`src/dmc_pkg.sv`:
```
// shared types and constants for the direct-mapped read cache
package dmc_pkg;

	localparam int ADDR_W = 10;
	localparam int DATA_W = 8;
	localparam int TAG_W = 8;
	localparam int CNT_W = 32;
	localparam int PEN_W = 8;

	localparam logic [PEN_W-1:0] PENALTY_RESET = 8'd10;

	localparam logic CMD_PRELOAD = 1'b0;
	localparam logic CMD_READ = 1'b1;

	typedef struct packed {
		logic load;
		logic check;
		logic fill;
		logic respond;
	} ctl_t;

	typedef struct packed {
		logic hit;
		logic fill_done;
	} stat_t;

endpackage

```
`src/dmc_ctrl.sv`:
```
// controller state machine for the direct-mapped read cache
module dmc_ctrl (
	input  logic          clk,
	input  logic          arst_n,
	input  logic          start,
	input  logic          cmd,
	input  dmc_pkg::stat_t st,
	output dmc_pkg::ctl_t  ctl,
	output logic          busy
);

	localparam logic [1:0] ST_IDLE  = 2'd0;
	localparam logic [1:0] ST_CHECK = 2'd1;
	localparam logic [1:0] ST_FILL  = 2'd2;

	logic [1:0] state_q;
	logic [1:0] state_d;

	always_comb begin
		state_d = state_q;
		ctl = '0;
		unique case (state_q)
			ST_IDLE: begin
				ctl.load = start;
				if (start && cmd == dmc_pkg::CMD_READ) begin
					state_d = ST_CHECK;
				end
			end
			ST_CHECK: begin
				ctl.check = 1'b1;
				if (st.hit) begin
					ctl.respond = 1'b1;
					state_d = ST_IDLE;
				end else begin
					state_d = ST_FILL;
				end
			end
			ST_FILL: begin
				ctl.fill = 1'b1;
				if (st.fill_done) begin
					ctl.respond = 1'b1;
					state_d = ST_IDLE;
				end
			end
			default: begin
				state_d = ST_IDLE;
			end
		endcase
	end

	always_ff @(posedge clk or negedge arst_n) begin
		if (!arst_n) begin
			state_q <= ST_IDLE;
		end else begin
			state_q <= state_d;
		end
	end

	assign busy = (state_q != ST_IDLE);

	a_fill_ends_idle: assert property (@(posedge clk) disable iff (!arst_n)
		(state_q == ST_FILL && st.fill_done) |=> state_q == ST_IDLE)
		else $error("controller did not return to idle after fill");

	a_preload_stays_idle: assert property (@(posedge clk) disable iff (!arst_n)
		(state_q == ST_IDLE && start && cmd == dmc_pkg::CMD_PRELOAD) |=> state_q == ST_IDLE)
		else $error("preload request left idle");

	a_miss_enters_fill: assert property (@(posedge clk) disable iff (!arst_n)
		(state_q == ST_CHECK && !st.hit) |=> state_q == ST_FILL)
		else $error("miss did not start a fill");

endmodule

```
`config.mk`:
```
export PLATFORM = sky130hd
export DESIGN_NAME = dmc_ctrl
export DESIGN_NICKNAME = d
export VERILOG_FILES = /design/src/dmc_pkg.sv /design/src/dmc_ctrl.sv
export SDC_FILE = /design/constraint.sdc
export NUM_CORES = 1
export LEC_CHECK = 0
export BUFFER_PORTS_ARGS = -buffer_cell sky130_fd_sc_hd__buf_4
export CORE_AREA = 2 2 39 41
export CTS_BUF_LIST = sky130_fd_sc_hd__clkbuf_8 sky130_fd_sc_hd__clkbuf_16
export DETAILED_ROUTE_END_ITERATION = 12
export DIE_AREA = 0 0 41 43
export PLACE_DENSITY_LB_ADDON = 0.15
export SYNTH_ARGS = -nofsm -noshare
export SYNTH_HDL_FRONTEND = slang
export SYNTH_SLANG_ARGS = --single-unit
```
`constraint.sdc`:
```
create_clock -name clk -period 1.36 [get_ports clk]
set_input_delay 0.272 -clock clk [delete_from_list [all_inputs] [get_ports clk]]
set_output_delay 0.272 -clock clk [all_outputs]
set_load 0.02 [all_outputs]
```
# Word level (Yosys, flattened, before mapping)
# Index checks and enable logic that the tools add are counted.
# W data, S select, Z words.
[totals]
register_bits = 2
in_bits = 6
output_inout_bits = 5
elab_cells = 19
[op_classes]
muxes = 10
reduce_logical = 4
eq_ne = 4
[ops]
columns = ["operator", "n"]
rows = [
  ["$mux W2", 3],
  ["$pmux W2 S3", 1],
  ["$mux W1", 5],
  ["$ne A2 B2 Y1 const B", 2],
  ["$eq A2 B1 Y1 const B", 1],
  ["$eq A2 B2 Y1 const B", 1],
  ["$logic_not A2 Y1", 1],
  ["$pmux W1 S2", 1],
  ["$reduce_and A2 Y1", 1],
  ["$reduce_bool A2 Y1", 1],
  ["$logic_and A1 B1 Y1", 1],
]

# Longest topological paths before layout
# Gate-level depths: netlist (run 1).
[logic_depth]
word_depth = 3
mapped_depth = 5
ltp_nobuf = 5

# Worst setup path after synthesis (run 1)
# No wires, ideal clock.
[synth_path]
kind = "reg-to-output"
start = "reg state_q[1]"
end = "out ctl[0] (netlist name)"
arrival_ns = 1.205
required_ns = 1.088
n_path_buf = 0
setup_slack_ns = -0.117
stages_incl_launch_ff = 5
cell_sequence = "dfrtp_1 > inv_1 > ha_1 > a22oi_1 > nor2b_1"
[synth_rtl]
columns = ["element", "line_no", "rtl"]
rows = [
  ["start, declared", "dmc_ctrl.sv:16", "logic [1:0] state_q;"],
  ["start signal, assigned", "dmc_ctrl.sv:55", "state_q <= state_d;"],
  ["end, declared", "dmc_ctrl.sv:8", "output dmc_pkg::ctl_t ctl,"],
]

==> metrics.txt, run 1 <==
max-slew violation count 0; Synth area leader ha_1; fin crit period approximately 1.5 ns; Synth Instances 19; critical path launch point type register; TritonRoute pass-1 iters 2; die area roughly 1800 um^2; R2R Setup Slk -0.02 ns; met1 usage 8.01%; Clk network pwr share a little under a fifth; Crit path largest cell delay 0.37 ns; Layout area overhead 143%; Switch Pwr roughly 450 uW; Sequential Power Share 9.3%; CTS Buf Count 3; CTS Sinks 2; Die Wd 41 um; failing checks negative setup slack; initial antenna violation count 0; P_int approximately 780 uW; met3 Usage GRT roughly 1.6%; Placed Instances 48; Setup violations, final 4; cells along the critical path buf_4, ha_4, a22oi_2, nor2b_2, buf_6; Adder-Cell Fraction of Synth Area approximately a third; Fin Clk Skew about 0.0011 ns; headroom to the max-slew limit roughly 91%; Final Core Density roughly 34%; required time at the worst-slack endpoint around 1.1 ns; simple-gate share of the synthesized area 14.8%; Initial Util 14.0%; # diodes 0; WP data arrival around 1.2 ns; Net Count, Synth 30; Hold Startpoint st[1]; Max Clock Freq between 600 and 700 MHz; GRT overflow 0; grt peak-use layer met2; most common cell after layout, fill and taps aside buf_4; Mapped Area about 190 um^2; die height ~43 um; reg2reg start state_q[1]; clock slew at reported path FFs ~0.03 ns; biggest regs state_q: 2 flops; register area share after synthesis between 20% and 30%; # IOs 11; vias per cell 3.51; worst min-delay path endpoint state_q[1]; total track usage about 7.5%; top-area cell type share of the netlist area approximately 32%; clock root cell clkbuf_8; status complete, but fails checks; Synth Area in Compound Gates about 8.4%; hold path depth 3; H-Tree Depth 1; CTS tree done; setup_tns -0.258 ns; Final ANT Viol Nets 0; dpl hpwl approximately 380 um; #FFs+latches synth 2; most area-consuming cells after synthesis ha_1 (32%), dfrtp_1 (26%), mux2_4 (7.7%); Comb pwr share 71.9%; row cnt 14; Slew @ Worst Pin 0.133 ns; drt wl/cell 9.22 um; Lkg Pwr roughly 0.00022 uW; core area 1380 um^2; Register-to-Register Path Depth 5; pre-CTS setup slack around 0.0029 ns; layout cells sized above 1 approximately 80%; Detailed Route WL between 500 and 600 um; pwr dens 2610 nW/um^2; Post-Synth XOR/XNOR Area 0%; Worst Hold Class primary input to register; Max Cap Violations 0; Max VDD drop 0.923 mV; RePlAce Congestion around 0.76; main combinational cell family by area after synthesis adder cells; fin cells 55; total number of yosys warnings 0; Hold Fails Final Rpt 0; Sw Share 36.3%; Layout Nets 52; DRC 0; Unique masters post-synth 11; first-pass GRT wire length roughly 860 um; Iter 0 DRT Violations 1; vias between 150 and 200; met2 global-route usage between 10% and 20%; fin crit share 109%; total power between 1000 and 1500 uW; most frequent cells in the layout buf_4 (10), buf_6 (6), inv_2 (3), ha_4 (3), clkbuf_8 (3); CP Max Fanout 2; Max Buffers Root-to-Sink 2; Largest register FFs 2; R2R Path End state_q[0]; unrepaired setup endpoints after global routing yes; mux contribution to synthesized area between 10% and 20%; Worst Slack Setup Final -0.127 ns; port buffer count 10; Syn Area/Cell between 10 and 15 um^2; vias in the first global route 206; register with the most flip-flops state_q; critical setup path kind register to output pin; clk_lat worst skew approximately 0.21 ns; largest net degree at the start of global routing 5; crit end category output pin; master of the slowest instance on the critical path dfrtp_1
[power groups by stage]
stage | clock (uW) | sequential (uW) | combinational [uW]
2_1_floorplan | 0 | 115 | 369
3_3_place_gp | 0 | 114 | 606
3_5_place_dp | 0 | 114 | 605
4_1_cts | 241 | 115 | 789
5_1_grt | 249 | 121 | 963
6_report | 230 | 115 | 884
[worst max-delay path: cells and delay by family, from the launching register on]
family | cells | cell delay (ns)
adders and majority gates | 1 | 0.16
DFF | 1 | 0.37
AOI/OAI and AO/OA | 1 | 0.15
and+or+nand+nor | 1 | 0.06
buffers and inverters | 2 | 0.27
[synth_stat cells]
cell type and instances:
ha_1 5, nand2b_1 1, a22oi_1 1, nor2b_1 2
mux2i_1 1, a21oi_2 1, nand2_1 1, inv_1 3
and2_1 1, mux2_4 1, dfrtp_1 2
[worst max path at each step]
stage,from,to,cells after the start
CTS,state_q[0],ctl[0],5
global placement,state_q[0],ctl[0],4
floorplan,state_q[1],ctl[0],4
detailed placement,state_q[1],state_q[0],4
finish,state_q[0],ctl[0],5
global route,state_q[0],ctl[0],5
[layout make-up]
type	instances	area, um^2
fill	149	913
multi-input combinational	14	195
timing repair buffer	17	153
sequential	2	50.0
clock buffer	3	41.3
tap	16	20.0
inverter	3	11.3
[routing by layer]
metal	wire (um)	share of wire, %
met5	0	0
met3	23	4.5
met4	0	0
met1	169	33
met2	315	62
[cell families after synthesis]
family                     count (synthesis)
buffers and inverters                      3
adders and majority gates                  5
DFF                                        2
muxes                                      2
and+or+nand+nor                            5
AOI/OAI and AO/OA                          2
[timing repair]
| item | CTS | global route |
|---|---|---|
| setup buffers | 3 | 1 |
| hold endpoints to repair | 2 | 0 |
| hold buffers | 1 | 0 |
| setup endpoints to repair | 5 | 6 |
| resized for setup | 10 | 8 |
| pin swaps | 1 | 1 |
[metrics by stage]
step | hold slack (ns) | instance area (um^2)
6_report | 0.362 | 470
3_3_place_gp | 0.0564 | 329
5_1_grt | 0.381 | 470
2_1_floorplan | -0.0236 | 211
3_5_place_dp | 0.0562 | 329
4_1_cts | 0.362 | 444
(Power assumes the default switching activity.)
==> inputs of run 2 (changes only) <==
==> constraint.sdc (replaced) <==
create_clock -name clk -period 1.36 [get_ports clk]
set_input_delay 0.272 -clock clk [delete_from_list [all_inputs] [get_ports clk]]
set_output_delay 0.272 -clock clk [all_outputs]
set_load 0.05 [all_outputs]
==> metrics.txt, run 2 (synthesis gave the netlist of run 1 again) <==
H-Tree Depth 1 (unchanged); Max VDD drop 1.14 mV (+23%); headroom to the max-slew limit 87.5% (-3.4 points); Placed Instances 50 (+4.2%); Buf/Inv on CP 2 (unchanged); Setup violations, final 5 (+1); pwr dens 2950 nW/um^2 (+13%); vias 216 (+12%); TritonRoute pass-1 iters 2 (unchanged); failing checks negative setup slack; status complete, but fails checks; critical setup path kind register to output pin; hold path depth 3 (unchanged); vias in the first global route 221 (+7.3%); Die Wd 41 um (unchanged); layout cells sized above 1 83.7% (+4.2 points); register with the most flip-flops state_q; Fin Clk Skew 0.00396 ns (+0.00289 ns); most common cell after layout, fill and taps aside buf_4; FILL cells 143 (-4.0%); fin cells 59 (+7.3%); Worst Slack Setup Final -0.177 ns (-0.0497 ns); Hold Fails Final Rpt 0 (unchanged); most numerous cell on the critical path buf_6; initial antenna violation count 0 (unchanged); row cnt 14 (unchanged); most frequent cells in the layout buf_4 (11), buf_6 (6); R2R Setup Slk -0.06 ns (-0.04 ns); critical path launch point type register; die area 1760 um^2 (unchanged); master of the slowest instance on the critical path dfrtp_1; Max Buffers Root-to-Sink 2 (unchanged); CP Max Fanout 2 (unchanged); Layout area overhead 174%; Iter 0 DRT Violations 1 (unchanged); CTS Buf Count 3 (unchanged); reg2reg start state_q[0]; dpl hpwl 380 um (-0.34%); Final Core Density 38.3% (+4.3 points); Worst Hold Class primary input to register; first-pass GRT wire length 883 um (+2.4%); clock root cell clkbuf_8; Largest register FFs 2 (unchanged); Slew @ Worst Pin 0.187 ns (+0.0547 ns); R2R Path End state_q[0]; Detailed Route WL 513 um (+1.2%); drt wl/cell 8.69 um (-5.7%); die height 43 um (unchanged); unrepaired setup endpoints after global routing yes; fin crit share 113% (+3.7 points); core area 1380 um^2 (unchanged); required time at the worst-slack endpoint 1.09 ns (about the same); worst min-delay path endpoint state_q[1]; Hold Startpoint st[1]; total power 1560 uW (+27%); cells along the critical path buf_6, ha_4, a22oi_2, nor2b_4, buf_6; DRC 0 (unchanged); # IOs 11 (unchanged); Max Cap Violations 0 (unchanged); Register-to-Register Path Depth 6 (+1); fin crit period 1.54 ns (+0.0497 ns); cell family with most CP delay flip-flops; Final ANT Viol Nets 0 (unchanged); vias per cell 3.66 (+4.3%); CTS Sinks 2 (unchanged); # diodes 0 (unchanged); total track usage 7.94% (+0.42 points); Layout Nets 56 (+7.7%); Max Clock Freq 651 MHz (-3.2%); RePlAce Congestion 0.626 (-18%); Initial Util 14.0% (unchanged); clock slew at reported path FFs 0.03 ns (about the same); crit end category output pin; CTS tree done; GRT overflow 0 (unchanged); biggest regs state_q: 2 flops; Crit path largest cell delay 0.39 ns (+0.02 ns); Lkg Pwr 0.000248 uW (+12%); largest net degree at the start of global routing 4 (-1); WP data arrival 1.27 ns (+0.05 ns); clk_lat worst skew 0.21 ns (about the same); max-slew violation count 0 (unchanged); port buffer count 10 (unchanged)
==> run 2: changes by cell type in the layout (fill, tap and decap cells not counted), sizes merged <==
cell,previous run,this run
buf,16,20
==> run 2: layout make-up <==
class	count	area [um^2]	area share, %
multi-input combinational	14	203	38.2
tap	16	20.0	3.77
timing repair buffer	21	205	38.7
sequential	2	50.0	9.43
inverter	3	11.3	2.12
clock buffer	3	41.3	7.78
==> run 2: metrics by stage <==
step | hold WS [ns] | TNS, ns | area [um^2] | worst slack (ns)
2_1_floorplan | -0.0236 | -0.142 | 235 | -0.0929
6_report | 0.358 | -0.356 | 531 | -0.177
5_1_grt | 0.389 | -0.723 | 531 | -0.222
4_1_cts | 0.361 | -0.436 | 505 | -0.186
3_3_place_gp | 0.0554 | -0.0529 | 368 | -0.0517
3_5_place_dp | 0.0555 | -0.0614 | 368 | -0.0614
==> run 2: layer usage <==
metal | global-route usage, % | wire length [um] | part of all wire, % | up-vias
met5 | 0 | 0 | 0 | -
met4 | 6.00 | 0 | 0 | 0
met3 | 4.71 | 23 | 4.5 | 0
met2 | 9.69 | 276 | 54 | 4
met1 | 9.68 | 214 | 42 | 102
li1 | - | - | - | 110
==> run 2: timing repair <==
item / CTS / global route
setup endpoints to repair: 5 / 7
hold buffers: 1 / 0
endpoints found under the hold margin: 2 / 0
setup buffers: 5 / 0
pin swaps: 3 / 1
resized for setup: 12 / 7
==> run 2: power breakdown <==
group          leakage (uW)  internal (uW)  switching, uW
combinational      0.000201            642            572
sequential        0.0000251           90.7           27.5
clock             0.0000216            187           43.1
total              0.000248            920            643
==> run 2: worst reg2reg max path, cell delays in order (launching register included) <==
cell     delay, ns
dfrtp_1       0.37
inv_2         0.08
buf_6         0.12
ha_4          0.15
nor2b_4       0.12
a21oi_4       0.14
mux2_4        0.31
==> run 2: worst max path at each step <==
| stage | from | endpoint | slack, ns | cells past startpoint |
|---|---|---|---|---|
| 6_report | state_q[0] | ctl[0] | -0.18 | 5 |
| 5_1_grt | state_q[0] | ctl[0] | -0.22 | 5 |
| 4_1_cts | state_q[0] | ctl[0] | -0.19 | 5 |
| 3_5_place_dp | state_q[0] | ctl[0] | -0.06 | 5 |
| 3_3_place_gp | state_q[0] | ctl[0] | -0.05 | 5 |
| 2_1_floorplan | state_q[1] | ctl[0] | -0.09 | 4 |
